## src/rtl/jtsm_pkg.sv

```systemverilog
package jtsm_pkg;

    localparam int FRAC_BITS = 16;
    localparam int SQ_W      = 32;
    localparam int R_W       = 17;
    localparam int FS_W      = 15;
    localparam int DLY_W     = 20;
    localparam int U_W       = FRAC_BITS + 1;
    localparam int RFS_W     = R_W + FS_W;
    localparam int RN_W      = R_W + FRAC_BITS;
    localparam int DN_W      = SQ_W + FRAC_BITS;

    localparam logic [1:0] REG_FULL_SCALE = 2'd0;
    localparam logic [1:0] REG_SLOWEST    = 2'd1;
    localparam logic [1:0] REG_SLOPE      = 2'd2;

    typedef struct packed {
        logic             skipped;
        logic             first_r;
        logic             dneg;
        logic             ypos;
        logic [SQ_W-1:0]  s;
        logic [SQ_W-1:0]  d;
    } sq_word_t;

    typedef struct packed {
        logic             skipped;
        logic             first_r;
        logic             dneg;
        logic             ypos;
        logic [R_W-1:0]   r;
        logic [SQ_W-1:0]  d;
    } rt_word_t;

    typedef struct packed {
        logic             skipped;
        logic             first_r;
        logic             dneg;
        logic             ypos;
        logic [U_W-1:0]   u_r;
        logic [U_W-1:0]   u_d;
    } uq_word_t;

    typedef struct packed {
        logic             skipped;
        logic             first_dir;
        logic             first_step;
        logic [DLY_W-1:0] first_delay_us;
        logic             second_dir;
        logic             second_step;
        logic [DLY_W-1:0] second_delay_us;
    } res_word_t;

endpackage

```

## src/rtl/jtsm_delay.sv

```systemverilog
module jtsm_delay import jtsm_pkg::*; (
    input  logic             aclk,
    input  logic             aresetn,
    input  logic             adv,
    input  logic [DLY_W-1:0] slowest,
    input  logic [DLY_W-1:0] slope,
    input  logic             in_valid,
    input  uq_word_t         in_word,
    output logic             out_valid,
    output res_word_t        out_word
);

    localparam int P_W = DLY_W + U_W;

    logic             vld_reg;
    uq_word_t         wd_reg;
    logic [P_W-1:0]   p1_reg, p2_reg;
    logic [U_W-1:0]   u1, u2;
    logic [DLY_W:0]   red1, red2;
    logic             neg1, neg2;

    assign u1 = in_word.first_r ? in_word.u_r : in_word.u_d;
    assign u2 = in_word.first_r ? in_word.u_d : in_word.u_r;

    always_ff @(posedge aclk) begin
        if (!aresetn) begin
            vld_reg <= 1'b0;
        end else if (adv) begin
            vld_reg <= in_valid;
        end
    end

    always_ff @(posedge aclk) begin
        if (adv) begin
            wd_reg <= in_word;
            p1_reg <= P_W'(slope) * P_W'(u1);
            p2_reg <= P_W'(slope) * P_W'(u2);
        end
    end

    assign red1 = (DLY_W+1)'(p1_reg >> FRAC_BITS);
    assign red2 = (DLY_W+1)'(p2_reg >> FRAC_BITS);

    always_comb begin
        if (wd_reg.ypos) begin
            neg1 = wd_reg.first_r ? 1'b0 : wd_reg.dneg;
            neg2 = wd_reg.first_r ? wd_reg.dneg : 1'b0;
        end else begin
            neg1 = wd_reg.first_r ? 1'b1 : !wd_reg.dneg;
            neg2 = wd_reg.first_r ? !wd_reg.dneg : 1'b1;
        end
    end

    logic [U_W-1:0] v1, v2;
    assign v1 = wd_reg.first_r ? wd_reg.u_r : wd_reg.u_d;
    assign v2 = wd_reg.first_r ? wd_reg.u_d : wd_reg.u_r;

    always_comb begin
        out_word = '0;
        if (wd_reg.skipped) begin
            out_word.skipped = 1'b1;
        end else begin
            out_word.first_dir  = neg1;
            out_word.second_dir = !neg2;
            out_word.first_step = v1 != '0;
            out_word.second_step = v2 != '0;
            if (v1 != '0 && red1 < (DLY_W+1)'(slowest)) begin
                out_word.first_delay_us = DLY_W'((DLY_W+1)'(slowest) - red1);
            end
            if (v2 != '0 && red2 < (DLY_W+1)'(slowest)) begin
                out_word.second_delay_us = DLY_W'((DLY_W+1)'(slowest) - red2);
            end
        end
    end

    assign out_valid = vld_reg;

endmodule

```

## config.mk

```make
export PLATFORM = sky130hd
export DESIGN_NAME = jtsm_delay
export DESIGN_NICKNAME = d
export VERILOG_FILES = /design/src/rtl/jtsm_pkg.sv /design/src/rtl/jtsm_delay.sv
export SDC_FILE = /design/constraint.sdc
export NUM_CORES = 2
export LEC_CHECK = 0
export BUFFER_PORTS_ARGS = -buffer_cell sky130_fd_sc_hd__buf_2
export CORE_AREA = 2 2 207 209
export DETAILED_ROUTE_END_ITERATION = 6
export DIE_AREA = 0 0 209 211
export GPL_TIMING_DRIVEN = 0
export PLACE_DENSITY_LB_ADDON = 0.2
export SYNTH_ARGS = -nofsm -noshare
export SYNTH_HDL_FRONTEND = slang
export SYNTH_SLANG_ARGS = --single-unit
export TNS_END_PERCENT = 1
```

## constraint.sdc

```tcl
create_clock -name aclk -period 11.84 [get_ports aclk]
set_input_delay 2.96 -clock aclk [delete_from_list [all_inputs] [get_ports aclk]]
set_output_delay 2.96 -clock aclk [all_outputs]
set_load 0.1 [all_outputs]
```

[Word-level counts from Yosys, hierarchy flattened]
Cells that the tools add are included.
Word-level totals
  register bits: 113
  bits of input ports: 82
  logic and storage cells: 35
Operators by class
  add/subtract/negate cells: 2
  $mul: 2
  $lt $le $gt $ge: 2
  muxes and demuxes: 14
  reductions and logical operators: 6
Operators by type and width (count)
  multiplier 20 x 17 -> 37 bit: 2
  2-to-1 mux 17 bit: 4
  2-to-1 mux 44 bit: 1
  less-than comparator 21 x 20 -> 1 bit: 2
  2-to-1 mux 20 bit: 2
  subtractor 20 bit: 2
  nonzero test 17 bit: 2
  2-to-1 mux 1 bit: 7
  logical AND 1 bit: 2
  zero test 1 bit: 2

[Logic depth before layout (Yosys ltp)]
  depth in word-level cells: 5
  mapped depth: 27
  depth with buffers taken out: 24

[Worst setup path before layout]
OpenSTA, ideal clock, no wires.
  path type: input -> output
  from: input slowest[14]
  to: output out_word[17] in the netlist's numbering
  arrival time: 6836 ps
  data required time: 8880 ps
  path slack: 2044 ps
  stages: 12
  path through: inv_1 -> ha_1 -> a21o_1 -> a21o_1 -> a21o_1 -> a21oi_1 -> nor2b_1 -> o21ai_0 -> nand3_1 -> a41o_1 -> clkbuf_1 -> nor3_1
RTL lines
  from (decl): line jtsm_delay.sv:5  | input logic [DLY_W-1:0] slowest,
  to (decl): line jtsm_delay.sv:10  | output res_word_t out_word

[Worst setup path after layout]
  from: input in_word[36] in the netlist's numbering
  to: register p1_reg[33] (data pin)
Between the ends
  word-level cells in the longest chain between the ends: 2
RTL lines
  from (decl): line jtsm_delay.sv:8  | input uq_word_t in_word,
  2-to-1 mux 17 bit: line jtsm_delay.sv:22  | assign u1 = in_word.first_r ? in_word.u_r : in_word.u_d;
  multiplier 20 x 17 -> 37 bit: line jtsm_delay.sv:36  | p1_reg <= P_W'(slope) * P_W'(u1);
  to (signal assigned): line jtsm_delay.sv:36
  to (decl): line jtsm_delay.sv:17  | logic [P_W-1:0] p1_reg, p2_reg;
No other way between the ends.
A chain may end at the register's enable or synchronous reset.

==> impl_metrics.ini <==
[clock_tree]
cts_hold_buffers = 0
clock-sinks = 81
cts.clk_slew.worst_paths_ns = 0.08
numCtsBuffers = 9
cts_buffer_depth = 2
clk_latency_ns = 0.39
cts_setup_buffers = 0
post_cts_resized = 0
cts_tree = yes
cts-root-buf = clkbuf_16
h-tree-depth = 3

[global_route]
grt_overflow_total = 0
grt_start_max_net_pins = 61
grt_pass1_wl_um = 120000
track_usage = 0.362
antenna_found_initial = 6
grt_pass1_vias = 22100

[floorplan]
design.die.area_mm2 = 0.0441
die_w_um = 209
io_pins = 128
initial_core_util = 0.643
core_region_area_mm2 = 0.0418
placementRows = 75
fp.dieH_um = 211

[timing]
setup_tns_ns = 0
relSlewSlack = 0.130
tightest_slew_ns = 1.29
setup_viol = 0
maxSlewViolCount = 0
hold_ws_ns = 0.532
fmax_mhz = 91.4
fin_crit_sh = 0.924
skew_ns = 0
fin_crit_ns = 10.94
rsz0062_at_grt = no
finalHoldViolations = 0

[yosys]
syn_area_mm2 = 0.0268
synth-seq-cells = 81
synth-seq-area-share = 0.0902
synth_edf_count = 80
synth_warnings = 0
async_flop_share = 0
ys_types = 71
dominantRegCellSynth = edfxtp_1
syn_avg_cell_area_um2 = 9.06
syn_nets = 3876
syn_inst = 2962

[outcome]
status = finished clean

[worst_setup_path]
required_ns = 11.97
crit_fanout = 10
startpoint_type = input port
crit_type = input port to register
slowest_stage = clkbuf_1
critPathMaxStageDelay_ns = 0.64
r2r_slack_ns = 11.25
cp.arrival_ns = 11.07
crit_top_cell = fa_1
cp-end-kind = register

[cells_and_area]
largest_reg_flops = 38
nets = 4015
drive_gt1_frac = 0.0634
fillers = 3338
layoutNonFillerInstCount = 3650
syn2layout_area_growth_pct = 6.34
fin_area_mm2 = 0.0285

[flow_run]
drv_cap = 0

[detailed_routing]
drt_iter0_drc = 1587
num_vias = 20700
ant_nets = 0
drc_errors = 0
via_per_inst = 5.66
drt_wl_total_um = 75200
dr.pass1.iters = 5
wire_per_inst_um = 20.6

[placement]
dp_hpwl_um = 64500
numPortBuffers = 127
dp_cells = 3629
gp_congestion = 1.01
place_area_mm2 = 0.0282

[min_path]
hold_class = register to register
-- final cells by class --
| type | instances | area [um^2] | area share |
|---|---|---|---|
| Sequential cell | 81 | 2420 | 0.0849 |
| Tap cell | 539 | 674 | 0.0236 |
| Antenna cell | 5 | 12.5 | 0.000438 |
| Buffer | 139 | 528 | 0.0185 |
| Inverter | 677 | 2540 | 0.0890 |
| Timing Repair Buffer | 128 | 666 | 0.0233 |
| Clock buffer | 9 | 225 | 0.00789 |
| Multi-Input combinational cell | 2065 | 21400 | 0.748 |
| Clock inverter | 7 | 124 | 0.00434 |
-- through the flow --
| stage | util | worst slack [ns] |
|---|---|---|
| floorplan | - | 2.04 |
| global placement | 0.674 | 0.803 |
| detailed placement | 0.675 | 0.746 |
| CTS | 0.683 | 1.10 |
| global route | 0.684 | 0.622 |
| finish | 0.684 | 0.903 |
-- per-layer routing --
layer / wire (um) / share of wire / vias to the layer above / GRT usage
li1: - / - / 9169 / -
met1: 28400 / 0.38 / 10200 / 0.459
met2: 33900 / 0.45 / 1037 / 0.569
met3: 8880 / 0.12 / 252 / 0.109
met4: 4010 / 0.053 / 0 / 0.181
met5: 0 / 0 / - / 0
-- cells by family (layout without fill, tap and decap cells) --
| kind of cell | count (synthesis) | in the layout | share of synthesized area |
|---|---|---|---|
| fa+ha+maj | 832 | 832 | 0.538 |
| flops | 81 | 81 | 0.0902 |
| simple gates | 892 | 892 | 0.163 |
| mux | 36 | 36 | 0.0148 |
| xor+xnor | 75 | 75 | 0.0245 |
| other cells | 0 | 5 | 0 |
| compound gates | 230 | 230 | 0.0559 |
| buf+inv | 816 | 960 | 0.114 |
-- layout by cell type, fill, tap and decap left out, types with 14 or more instances in the layout --
cell / n
nor2b_1: 122
mux2_2: 29
a21oi_1: 78
clkbuf_1: 134
buf_2: 128
nand2b_1: 26
xnor2_1: 44
xor2_1: 31
nor3_1: 14
o21ai_0: 28
nand2_1: 408
o21a_1: 14
fa_1: 536
nor2_1: 81
ha_1: 296
and2_1: 182
inv_1: 677
a21o_1: 46
edfxtp_1: 80
-- final timing paths --
kind	end	start	cells after the start
setup / recovery	p1_reg[33]	in_word[36]	27
hold / removal	out_valid	out_valid	2
setup reg to reg	out_valid	out_valid	2
hold reg to reg	out_valid	out_valid	2
-- Yosys cell counts (all sizes together) (3+ instances only) --
library cell,n,share of area
a211oi,4,0.0013
a21boi,3,0.00084
a21o,47,0.013
a21oi,79,0.015
a31o,4,0.0013
a31oi,10,0.0029
a41oi,3,0.0013
and2,182,0.042
and3,4,0.00093
and4,5,0.0016
buf,5,0.00093
clkbuf,134,0.019
edfxtp,80,0.089
fa,536,0.40
ha,296,0.14
inv,677,0.095
mux2,29,0.012
mux2i,7,0.0026
nand2,409,0.057
nand2b,26,0.0061
nand3,12,0.0022
nand4,11,0.0028
nor2,81,0.011
nor2b,122,0.028
nor3,15,0.0030
nor4,12,0.0028
o21a,14,0.0039
o21ai,39,0.0074
o21bai,7,0.0021
o31ai,3,0.0010
or2,5,0.0012
xnor2,44,0.014
xor2,31,0.010
-- worst max-delay path, delay by kind of cell --
| kind | cells | cell delay [ns] |
|---|---|---|
| AO/OA/AOI/OAI | 6 | 1.02 |
| XOR/XNOR | 1 | 0.40 |
| adder cells (fa/ha/maj) | 7 | 3.41 |
| buffers and inverters | 9 | 2.12 |
| multiplexers | 1 | 0.29 |
| AND/OR/NAND/NOR | 3 | 0.87 |
Power is left out: the tool's default activity adds up to more than one toggle a clock period on the data nets, which glitch-free logic cannot reach.
